[src/hdl/sync_length_xor_frame_parser_defines.svh]
// Assertion macros for the sync/length/XOR frame parser.
// Included by the top level; expects clk and arst_n in scope.
`ifndef SYNC_LENGTH_XOR_FRAME_PARSER_DEFINES_SVH
`define SYNC_LENGTH_XOR_FRAME_PARSER_DEFINES_SVH
`ifndef SYNTHESIS
// Check a property on every clock edge outside reset
`define SLXFP_ASSERT(lbl, prop, msg) \
	lbl: assert property (@(posedge clk) disable iff (!arst_n) prop) else $error(msg);
// Check a plain expression on every clock edge outside reset
`define SLXFP_ASSERT_ALWAYS(lbl, expr, msg) \
	lbl: assert property (@(posedge clk) disable iff (!arst_n) (expr)) else $error(msg);
`else
`define SLXFP_ASSERT(lbl, prop, msg)
`define SLXFP_ASSERT_ALWAYS(lbl, expr, msg)
`endif
`endif

[src/hdl/slxfp_pkg.sv]
// Shared types and constants of the sync/length/XOR frame parser.
// No dependencies; imported by every module of the block.
package slxfp_pkg;

	localparam int BYTE_W = 8;
	localparam int POS_W  = 8;

	// Header layout: sync, length, id
	localparam logic [POS_W-1:0] POS_HUNT  = 8'd0;
	localparam logic [POS_W-1:0] POS_LEN   = 8'd1;
	localparam logic [POS_W-1:0] POS_ID    = 8'd2;
	localparam logic [POS_W-1:0] HDR_BYTES = 8'd3;

	localparam logic [BYTE_W-1:0] SYNC_RESET = 8'hA4;

	// Configuration port
	localparam int CFG_ADDR_W = 3;
	localparam int CFG_DATA_W = 32;
	localparam logic REG_SYNC = 1'b0;

	typedef enum logic [1:0] {
		KIND_PAYLOAD  = 2'd0,
		KIND_GOOD     = 2'd1,
		KIND_BADSUM   = 2'd2,
		KIND_OVERFLOW = 2'd3
	} kind_t;

	// Class of a record handed from front to back
	typedef enum logic [1:0] {
		CLS_PAYLOAD   = 2'd0,
		CLS_FRAME_END = 2'd1,
		CLS_OVERFLOW  = 2'd2
	} cls_t;

	typedef struct packed {
		cls_t              cls;
		logic              sum_ok;
		logic [BYTE_W-1:0] rx;
		logic [POS_W-1:0]  pos;
		logic [BYTE_W-1:0] id;
		logic [BYTE_W-1:0] len;
	} fe_rec_t;

	typedef struct packed {
		logic hunting;
		logic in_header;
	} fe_stat_t;

endpackage

[src/hdl/slxfp_front.sv]
// Front end: tracks frame position, running XOR and header fields per byte.
// Depends on slxfp_pkg; emits one classified record per result-bearing byte.
module slxfp_front import slxfp_pkg::*; #(
	parameter int unsigned POSITION_LIMIT = 32
) (
	input  logic              clk,
	input  logic              arst_n,
	input  logic [BYTE_W-1:0] sync_value,
	input  logic              accept,
	input  logic [BYTE_W-1:0] rx_byte,
	output logic              rec_wr,
	output fe_rec_t           rec,
	output fe_stat_t          stat
);

	localparam logic [POS_W:0] LIMIT = (POS_W+1)'(POSITION_LIMIT);

	logic [POS_W-1:0]  pos_q, pos_d, pos_inc;
	logic [BYTE_W-1:0] xor_q, xor_d, xor_nx;
	logic [BYTE_W-1:0] len_q, len_d;
	logic [BYTE_W-1:0] id_q, id_d;
	logic [POS_W:0]    end_pos;
	logic              rec_vld;

	assign xor_nx  = xor_q ^ rx_byte;
	assign pos_inc = pos_q + 1'b1;
	assign end_pos = {1'b0, len_q} + {1'b0, HDR_BYTES};

	// Classify the byte and compute next parser state
	always_comb begin
		pos_d      = pos_q;
		xor_d      = xor_q;
		len_d      = len_q;
		id_d       = id_q;
		rec_vld    = 1'b0;
		rec.cls    = CLS_PAYLOAD;
		rec.sum_ok = (xor_nx == '0);
		rec.rx     = rx_byte;
		rec.pos    = pos_q;
		rec.id     = id_q;
		rec.len    = len_q;
		case (pos_q)
			POS_HUNT: begin
				if (rx_byte == sync_value) begin
					xor_d = rx_byte;
					pos_d = POS_LEN;
				end else begin
					xor_d = '0;
				end
			end
			POS_LEN: begin
				xor_d = xor_nx;
				len_d = rx_byte;
				pos_d = POS_ID;
			end
			POS_ID: begin
				xor_d = xor_nx;
				id_d  = rx_byte;
				pos_d = HDR_BYTES;
			end
			default: begin
				rec_vld = 1'b1;
				if ({1'b0, pos_q} > LIMIT) begin
					rec.cls = CLS_OVERFLOW;
					pos_d   = POS_HUNT;
					xor_d   = '0;
				end else if ({1'b0, pos_q} == end_pos) begin
					rec.cls = CLS_FRAME_END;
					pos_d   = POS_HUNT;
					xor_d   = '0;
				end else begin
					rec.cls = CLS_PAYLOAD;
					pos_d   = pos_inc;
					// drop the checksum when the position wraps to hunting
					xor_d   = (pos_inc == POS_HUNT) ? '0 : xor_nx;
				end
			end
		endcase
	end

	assign rec_wr         = accept && rec_vld;
	assign stat.hunting   = (pos_q == POS_HUNT);
	assign stat.in_header = (pos_q == POS_LEN) || (pos_q == POS_ID);

	// Advance parser state on each accepted item
	always_ff @(posedge clk or negedge arst_n) begin
		if (!arst_n) begin
			pos_q <= POS_HUNT;
			xor_q <= '0;
			len_q <= '0;
			id_q  <= '0;
		end else if (accept) begin
			pos_q <= pos_d;
			xor_q <= xor_d;
			len_q <= len_d;
			id_q  <= id_d;
		end
	end

endmodule

[src/hdl/slxfp_queue.sv]
// Short record queue between the front and back ends of the frame parser.
// Depends on slxfp_pkg for the record type.
module slxfp_queue import slxfp_pkg::*; #(
	parameter int unsigned DEPTH = 4
) (
	input  logic    clk,
	input  logic    arst_n,
	input  logic    wr,
	input  fe_rec_t wdata,
	output logic    full,
	input  logic    rd,
	output fe_rec_t rdata,
	output logic    empty
);

	localparam int PTR_W = (DEPTH > 1) ? $clog2(DEPTH) : 1;
	localparam int CNT_W = $clog2(DEPTH + 1);

	fe_rec_t           mem_q [DEPTH];
	logic [PTR_W-1:0]  wr_ptr_q, rd_ptr_q;
	logic [CNT_W-1:0]  cnt_q;

	assign full  = (cnt_q == CNT_W'(DEPTH));
	assign empty = (cnt_q == '0);
	assign rdata = mem_q[rd_ptr_q];

	// Store an incoming record
	always_ff @(posedge clk) begin
		if (wr) begin
			mem_q[wr_ptr_q] <= wdata;
		end
	end

	// Advance pointers and occupancy
	always_ff @(posedge clk or negedge arst_n) begin
		if (!arst_n) begin
			wr_ptr_q <= '0;
			rd_ptr_q <= '0;
			cnt_q    <= '0;
		end else begin
			if (wr) begin
				wr_ptr_q <= (wr_ptr_q == PTR_W'(DEPTH - 1)) ? '0 : wr_ptr_q + 1'b1;
			end
			if (rd) begin
				rd_ptr_q <= (rd_ptr_q == PTR_W'(DEPTH - 1)) ? '0 : rd_ptr_q + 1'b1;
			end
			case ({wr, rd})
				2'b10:   cnt_q <= cnt_q + 1'b1;
				2'b01:   cnt_q <= cnt_q - 1'b1;
				default: cnt_q <= cnt_q;
			endcase
		end
	end

endmodule

[src/hdl/slxfp_back.sv]
// Back end: turns queued records into result items in an output register.
// Depends on slxfp_pkg; drives the result side of the block.
module slxfp_back import slxfp_pkg::*; (
	input  logic              clk,
	input  logic              arst_n,
	input  logic              q_empty,
	input  fe_rec_t           q_rdata,
	output logic              q_rd,
	input  logic              pop,
	output logic              empty,
	output kind_t             kind,
	output logic [BYTE_W-1:0] data_byte,
	output logic [BYTE_W-1:0] payload_index,
	output logic [BYTE_W-1:0] message_id,
	output logic [BYTE_W-1:0] frame_length
);

	logic              vld_q;
	kind_t             kind_q, kind_d;
	logic [BYTE_W-1:0] data_q, data_d;
	logic [BYTE_W-1:0] idx_q, idx_d;
	logic [BYTE_W-1:0] id_q, len_q;
	logic              load;

	// Build the result fields from a record
	always_comb begin
		kind_d = KIND_PAYLOAD;
		data_d = '0;
		idx_d  = '0;
		case (q_rdata.cls)
			CLS_PAYLOAD: begin
				kind_d = KIND_PAYLOAD;
				data_d = q_rdata.rx;
				idx_d  = q_rdata.pos - HDR_BYTES;
			end
			CLS_FRAME_END: begin
				kind_d = q_rdata.sum_ok ? KIND_GOOD : KIND_BADSUM;
				data_d = q_rdata.sum_ok ? q_rdata.rx : '0;
			end
			default: begin
				kind_d = KIND_OVERFLOW;
			end
		endcase
	end

	assign load = !q_empty && (!vld_q || pop);
	assign q_rd = load;

	// Hold the result until taken
	always_ff @(posedge clk or negedge arst_n) begin
		if (!arst_n) begin
			vld_q <= 1'b0;
		end else if (load) begin
			vld_q <= 1'b1;
		end else if (pop) begin
			vld_q <= 1'b0;
		end
	end

	always_ff @(posedge clk) begin
		if (load) begin
			kind_q <= kind_d;
			data_q <= data_d;
			idx_q  <= idx_d;
			id_q   <= q_rdata.id;
			len_q  <= q_rdata.len;
		end
	end

	assign empty         = !vld_q;
	assign kind          = kind_q;
	assign data_byte     = data_q;
	assign payload_index = idx_q;
	assign message_id    = id_q;
	assign frame_length  = len_q;

endmodule

[src/hdl/sync_length_xor_frame_parser.sv]
// Sync/length/XOR frame parser for a received serial byte stream.
// Input side is a queue write port: push one rx_byte per cycle while full is low.
// Result side is a queue read port: a result sits on kind, data_byte,
// payload_index, message_id and frame_length while empty is low; pop takes it.
// Each payload byte yields a kind-0 result with its index; the checksum byte
// yields frame good or checksum failure; a position past POSITION_LIMIT yields
// overflow. Sync and header bytes yield no result.
// A result passes from its accepting edge into a queue entry and from there into
// the output register, which loads it once that register is empty or being popped.
// Throughput: one byte per cycle while full is low; the front end updates the
// position and XOR for every accepted byte.
// The queue of QUEUE_DEPTH records plus the output register absorb a stalled
// receiver; once the queue fills, full rises and input bytes wait.
// Reset clears the parser to hunting, empties the queue and output register,
// and loads sync_value with 0xA4. sync_value is at APB byte address 0.
// Depends on slxfp_pkg, slxfp_front, slxfp_queue, slxfp_back.
`include "sync_length_xor_frame_parser_defines.svh"
module sync_length_xor_frame_parser import slxfp_pkg::*; #(
	parameter int unsigned POSITION_LIMIT = 32,
	parameter int unsigned QUEUE_DEPTH    = 4
) (
	input  logic                  clk,
	input  logic                  arst_n,
	// configuration
	input  logic                  psel,
	input  logic                  penable,
	input  logic                  pwrite,
	input  logic [CFG_ADDR_W-1:0] paddr,
	input  logic [CFG_DATA_W-1:0] pwdata,
	output logic [CFG_DATA_W-1:0] prdata,
	output logic                  pready,
	// input bytes
	input  logic                  push,
	output logic                  full,
	input  logic [BYTE_W-1:0]     rx_byte,
	// results
	output logic                  empty,
	input  logic                  pop,
	output logic [1:0]            kind,
	output logic [BYTE_W-1:0]     data_byte,
	output logic [BYTE_W-1:0]     payload_index,
	output logic [BYTE_W-1:0]     message_id,
	output logic [BYTE_W-1:0]     frame_length
);

	logic [BYTE_W-1:0] sync_q;
	logic              accept;
	logic              q_wr, q_rd, q_full, q_empty;
	fe_rec_t           q_rec, q_rdata;
	fe_stat_t          fe_stat;
	kind_t             kind_w;

	// Configuration register
	assign pready = 1'b1;
	assign prdata = (paddr[CFG_ADDR_W-1] == REG_SYNC) ? CFG_DATA_W'(sync_q) : '0;

	always_ff @(posedge clk or negedge arst_n) begin
		if (!arst_n) begin
			sync_q <= SYNC_RESET;
		end else if (psel && penable && pwrite && pready
				&& (paddr[CFG_ADDR_W-1] == REG_SYNC)) begin
			sync_q <= pwdata[BYTE_W-1:0];
		end
	end

	assign full   = q_full;
	assign accept = push && !q_full;

	slxfp_front #(
		.POSITION_LIMIT(POSITION_LIMIT)
	) u_front (
		.clk       (clk),
		.arst_n    (arst_n),
		.sync_value(sync_q),
		.accept    (accept),
		.rx_byte   (rx_byte),
		.rec_wr    (q_wr),
		.rec       (q_rec),
		.stat      (fe_stat)
	);

	slxfp_queue #(
		.DEPTH(QUEUE_DEPTH)
	) u_queue (
		.clk   (clk),
		.arst_n(arst_n),
		.wr    (q_wr),
		.wdata (q_rec),
		.full  (q_full),
		.rd    (q_rd),
		.rdata (q_rdata),
		.empty (q_empty)
	);

	slxfp_back u_back (
		.clk          (clk),
		.arst_n       (arst_n),
		.q_empty      (q_empty),
		.q_rdata      (q_rdata),
		.q_rd         (q_rd),
		.pop          (pop),
		.empty        (empty),
		.kind         (kind_w),
		.data_byte    (data_byte),
		.payload_index(payload_index),
		.message_id   (message_id),
		.frame_length (frame_length)
	);

	assign kind = kind_w;

	// Header bytes never produce a record
	`SLXFP_ASSERT(a_hdr_no_rec, (accept && fe_stat.in_header) |-> !q_wr, "header byte record")
	// Frame end and overflow return the parser to hunting
	`SLXFP_ASSERT(a_end_hunts, (q_wr && (q_rec.cls != CLS_PAYLOAD)) |=> fe_stat.hunting, "no hunt")
	// Never write a full queue
	`SLXFP_ASSERT_ALWAYS(a_no_overrun, !(q_full && q_wr), "record written into full queue")

endmodule

[config.mk]
export PLATFORM = sky130hd
export DESIGN_NAME = sync_length_xor_frame_parser
export DESIGN_NICKNAME = d
export VERILOG_FILES = /design/src/hdl/slxfp_pkg.sv /design/src/hdl/slxfp_front.sv /design/src/hdl/slxfp_queue.sv /design/src/hdl/slxfp_back.sv /design/src/hdl/sync_length_xor_frame_parser.sv
export VERILOG_INCLUDE_DIRS = /design/src /design/src/hdl
export SDC_FILE = /design/constraint.sdc
export NUM_CORES = 1
export LEC_CHECK = 0
export BUFFER_PORTS_ARGS = -buffer_cell sky130_fd_sc_hd__buf_2
export CAP_MARGIN = 25
export CORE_UTILIZATION = 40
export CTS_CLUSTER_DIAMETER = 50
export CTS_CLUSTER_SIZE = 28
export DETAILED_ROUTE_END_ITERATION = 8
export GPL_TIMING_DRIVEN = 0
export SLEW_MARGIN = 20
export SYNTH_ARGS = -nofsm -noshare
export SYNTH_HDL_FRONTEND = slang
export SYNTH_HIERARCHICAL = 1
export SYNTH_SLANG_ARGS = --single-unit
[constraint.sdc]
create_clock -name clk -period 7.67 [get_ports clk]
set_clock_uncertainty 0.05 [all_clocks]
set_input_delay 1.534 -clock clk [delete_from_list [all_inputs] [get_ports clk]]
set_output_delay 1.534 -clock clk [all_outputs]
set_load 0.02 [all_outputs]
==> flow_summary_export.csv <==
group,metric,value,unit
cts,htree_levels,1,
logic_synthesis,synth_compound_area_frac,0.0432,
cts,cts_resized,0,
sta,rsz0062_at_grt,"no",
sta,setup_tns,0,ns
die,die_w,157,um
die,start_util,0.407,
cts,worstSkewPairLatency,0.52,ns
drt,drc,0,
logic_synthesis,synth_ff_type,"edfxtp_1",
power_and_ir_drop,power.density,417,nW/um^2
logic_synthesis,synth_common_cells,"edfxtp_1 (174), dfrtp_1 (45), nor2_1 (38), buf_4 (33), mux4_2 (28)",
drt,dr.pass1.iters,5,
job,cap_violations,0,
power_and_ir_drop,max-vdd-ir-drop,0.163,mV
logic_synthesis,syn_area,9560,um^2
power_and_ir_drop,power_switching,1.58,mW
logic_synthesis,yosysMostFrequentCell,"edfxtp_1",
cts,hold_buffers,0,
logic_synthesis,synth_cell_types,61,
power_and_ir_drop,p_leak,4.35,nW
critical_path,cp-end-kind,"register",
final_layout,multi_input_area,2760,um^2
global_route,grt_pass1_vias,5319,
die,rows,56,
sta,timing.final.crit_share,0.536,
place,post_dp_cell_area,10500,um^2
sta,hold_violations,0,
global_route,grt_pass1_wl,28.9,mm
power_and_ir_drop,power_frac_comb,0.322,
sta,setup_violations,0,
final_layout,area_growth,18.9,%
power_and_ir_drop,totalPowerFinal,4.73,mW
logic_synthesis,synthAdderAreaFrac,0.0178,
die,coreArea,23500,um^2
min_path,hold_path_class,"reg2reg",
power_and_ir_drop,internal_power,3.16,mW
global_route,gr-total-overflow,0,
critical_path,crit_path_start_kind,"input port",
power_and_ir_drop,pwr-share-clk,0.252,
place,place.gp.congestion,0.823,
drt,vias_per_cell,5.02,
sta,min_period,4.11,ns
drt,vias,5241,
sta,slew_viol_final,0,
cts,cts.sinks,222,
cts,cts_root_buf,"clkbuf_16",
place,dp.final_hpwl,12.2,mm
logic_synthesis,synth_edf_count,174,
final_layout,nFillCells,2008,
critical_path,crit_required,7.83,ns
critical_path,worstPathArrival,4.27,ns
logic_synthesis,synth_xor_xnor_area_share,0.0301,
logic_synthesis,synth_warnings,6,
min_path,worstHoldPathCells,1,
logic_synthesis,yosysTopAreaCell,"edfxtp_1",
die,ios,119,
global_route,grt_max_degree,49,
drt,avgRoutedWirePerCell,17.5,um
logic_synthesis,ys_seq_area_frac,0.673,
global_route,antenna_found_initial,0,
cts,cts.clk_slew.worst_paths,0.06,ns
sta,tightest_slew,0.691,ns
power_and_ir_drop,power_frac_seq,0.426,
final_layout,n_antenna_cell,0,
die,die_area,24500,um^2
critical_path,path_max_fanout,21,
global_route,track_usage,0.155,
critical_path,path_class,"in2reg",
sta,holdWs,0.448,ns
sta,max_slew_margin,0.538,
drt,drtIter0Drc,290,
final_layout,finalCoreUtilization,0.484,
cts,cts_tree,"yes",
critical_path,r2r.worst_path.cells,10,
cts,post_cts_buffers,0,
logic_synthesis,synth-simple-area-share,0.0669,
place,io_buffers,67,
cts,clock_path_buffers,3,
final_layout,fin_nets,771,
drt,drtAntennaViolNets,0,
final_layout,fin_area,11400,um^2
die,die_h,157,um
logic_synthesis,synthMuxAreaShare,0.119,
final_layout,layout-drive-gt1-share,0.325,
final_layout,seqCellArea,6430,um^2
logic_synthesis,ys_top_cells_by_area,"edfxtp_1 (55%), dfrtp_1 (12%), mux4_2 (6.6%), mux2_2 (3.1%), buf_4 (2.6%)",
run_status,status,"finished, final reports clean",
logic_synthesis,async_reset_ff_frac,0.216,
drt,wl,18.3,mm
logic_synthesis,synth_top_family_by_area,"multiplexers",
logic_synthesis,synthCells,586,
logic_synthesis,synth_top_area_share,0.547,
power_and_ir_drop,swShare,0.333,
cts,cts_made_buffers,24,
logic_synthesis,synth-seq-cells,222,
logic_synthesis,synth.avg_cell_area,16.3,um^2
sta,fmax,243,MHz
## cell usage in the layout (no fill, tap or decap), types with 10 or more instances in the layout
master     instances
conb_1            25
clkbuf_16         25
o21ai_0           11
buf_4             35
buf_2             71
edfxtp_1         174
xnor2_1           27
mux2_2            26
ha_1              12
nand2_1           21
inv_1             27
mux4_2            28
and2_1            10
dfrtp_1           45
nor2_1            38
## state kept, by name, summed over array words and instances (netlist names)
register,cells
sync_q,8
u_back/frame_length,8
u_back/message_id,8
u_back/data_byte,8
u_front/pos_q,8
u_back/kind,2
u_front/id_q,8
u_queue/wr_ptr_q,2
u_queue/mem_q,140
u_queue/cnt_q,3
u_back/vld_q,1
u_back/payload_index,8
u_queue/rd_ptr_q,2
u_front/len_q,8
u_front/xor_q,8
## area by class of cell
type | instances | area share
plain buffers | 49 | 0.0326
clock buffers | 26 | 0.0554
clock inverters | 18 | 0.0190
inverters | 27 | 0.00892
multi-input cells | 311 | 0.243
flip-flops and latches | 222 | 0.566
well taps | 319 | 0.0351
repair buffers | 73 | 0.0405
## layer usage
| layer | wire, um | global-route usage | vias up | share of wire |
|---|---|---|---|---|
| met4 | 399 | 0.0523 | 0 | 0.022 |
| li1 | - | - | 2420 | - |
| met1 | 7720 | 0.196 | 2611 | 0.42 |
| met2 | 9250 | 0.272 | 178 | 0.51 |
| met5 | 0 | 0 | - | 0 |
| met3 | 939 | 0.0244 | 32 | 0.051 |
## critical path: stages
cell	delay, ns
buf_2	0.07
nor2b_1	0.14
clkbuf_1	0.32
clkbuf_1	0.46
clkbuf_1	0.45
nand2_1	0.12
nor2_1	0.33
and2_2	0.56
buf_12	0.25
## kinds of logic (layout without fill, tap and decap cells)
group	count (synthesis)	count (layout)
flops	222	222
simple gates	119	119
buf+inv	76	193
mux	64	64
compound gates	58	58
xor+xnor	32	32
fa+ha+maj	13	13
other cells	2	25
## worst paths after layout
kind | start | endpoint | slack [ns]
setup / recovery | push | u_queue/mem_q[2][3] | 3.56
hold / removal | u_queue/cnt_q[0] | u_queue/cnt_q[0] | 0.45
setup reg to reg | u_queue/cnt_q[0] | u_queue/mem_q[2][3] | 4.02
hold reg to reg | u_queue/cnt_q[0] | u_queue/cnt_q[0] | 0.45
max in group asynchronous | arst_n | u_front/len_q[5] | 6.12
min in group asynchronous | arst_n | sync_q[3] | 0.99
## power groups by stage
stage	sequential [mW]	clock [mW]	combinational (mW)
floorplan	2.11	0	0.991
global placement	2.03	0	1.45
detailed placement	2.05	0	1.54
CTS	2.02	1.23	1.54
global route	2.07	1.28	1.66
finish	2.02	1.19	1.52
## stage by stage
stage	instances	setup WS (ns)
2_1_floorplan	609	2.90
3_3_place_gp	995	1.49
3_5_place_dp	1000	3.06
4_1_cts	1044	3.60
5_1_grt	1045	3.32
6_report	1045	3.56
Power figures use the tool's default switching activity.
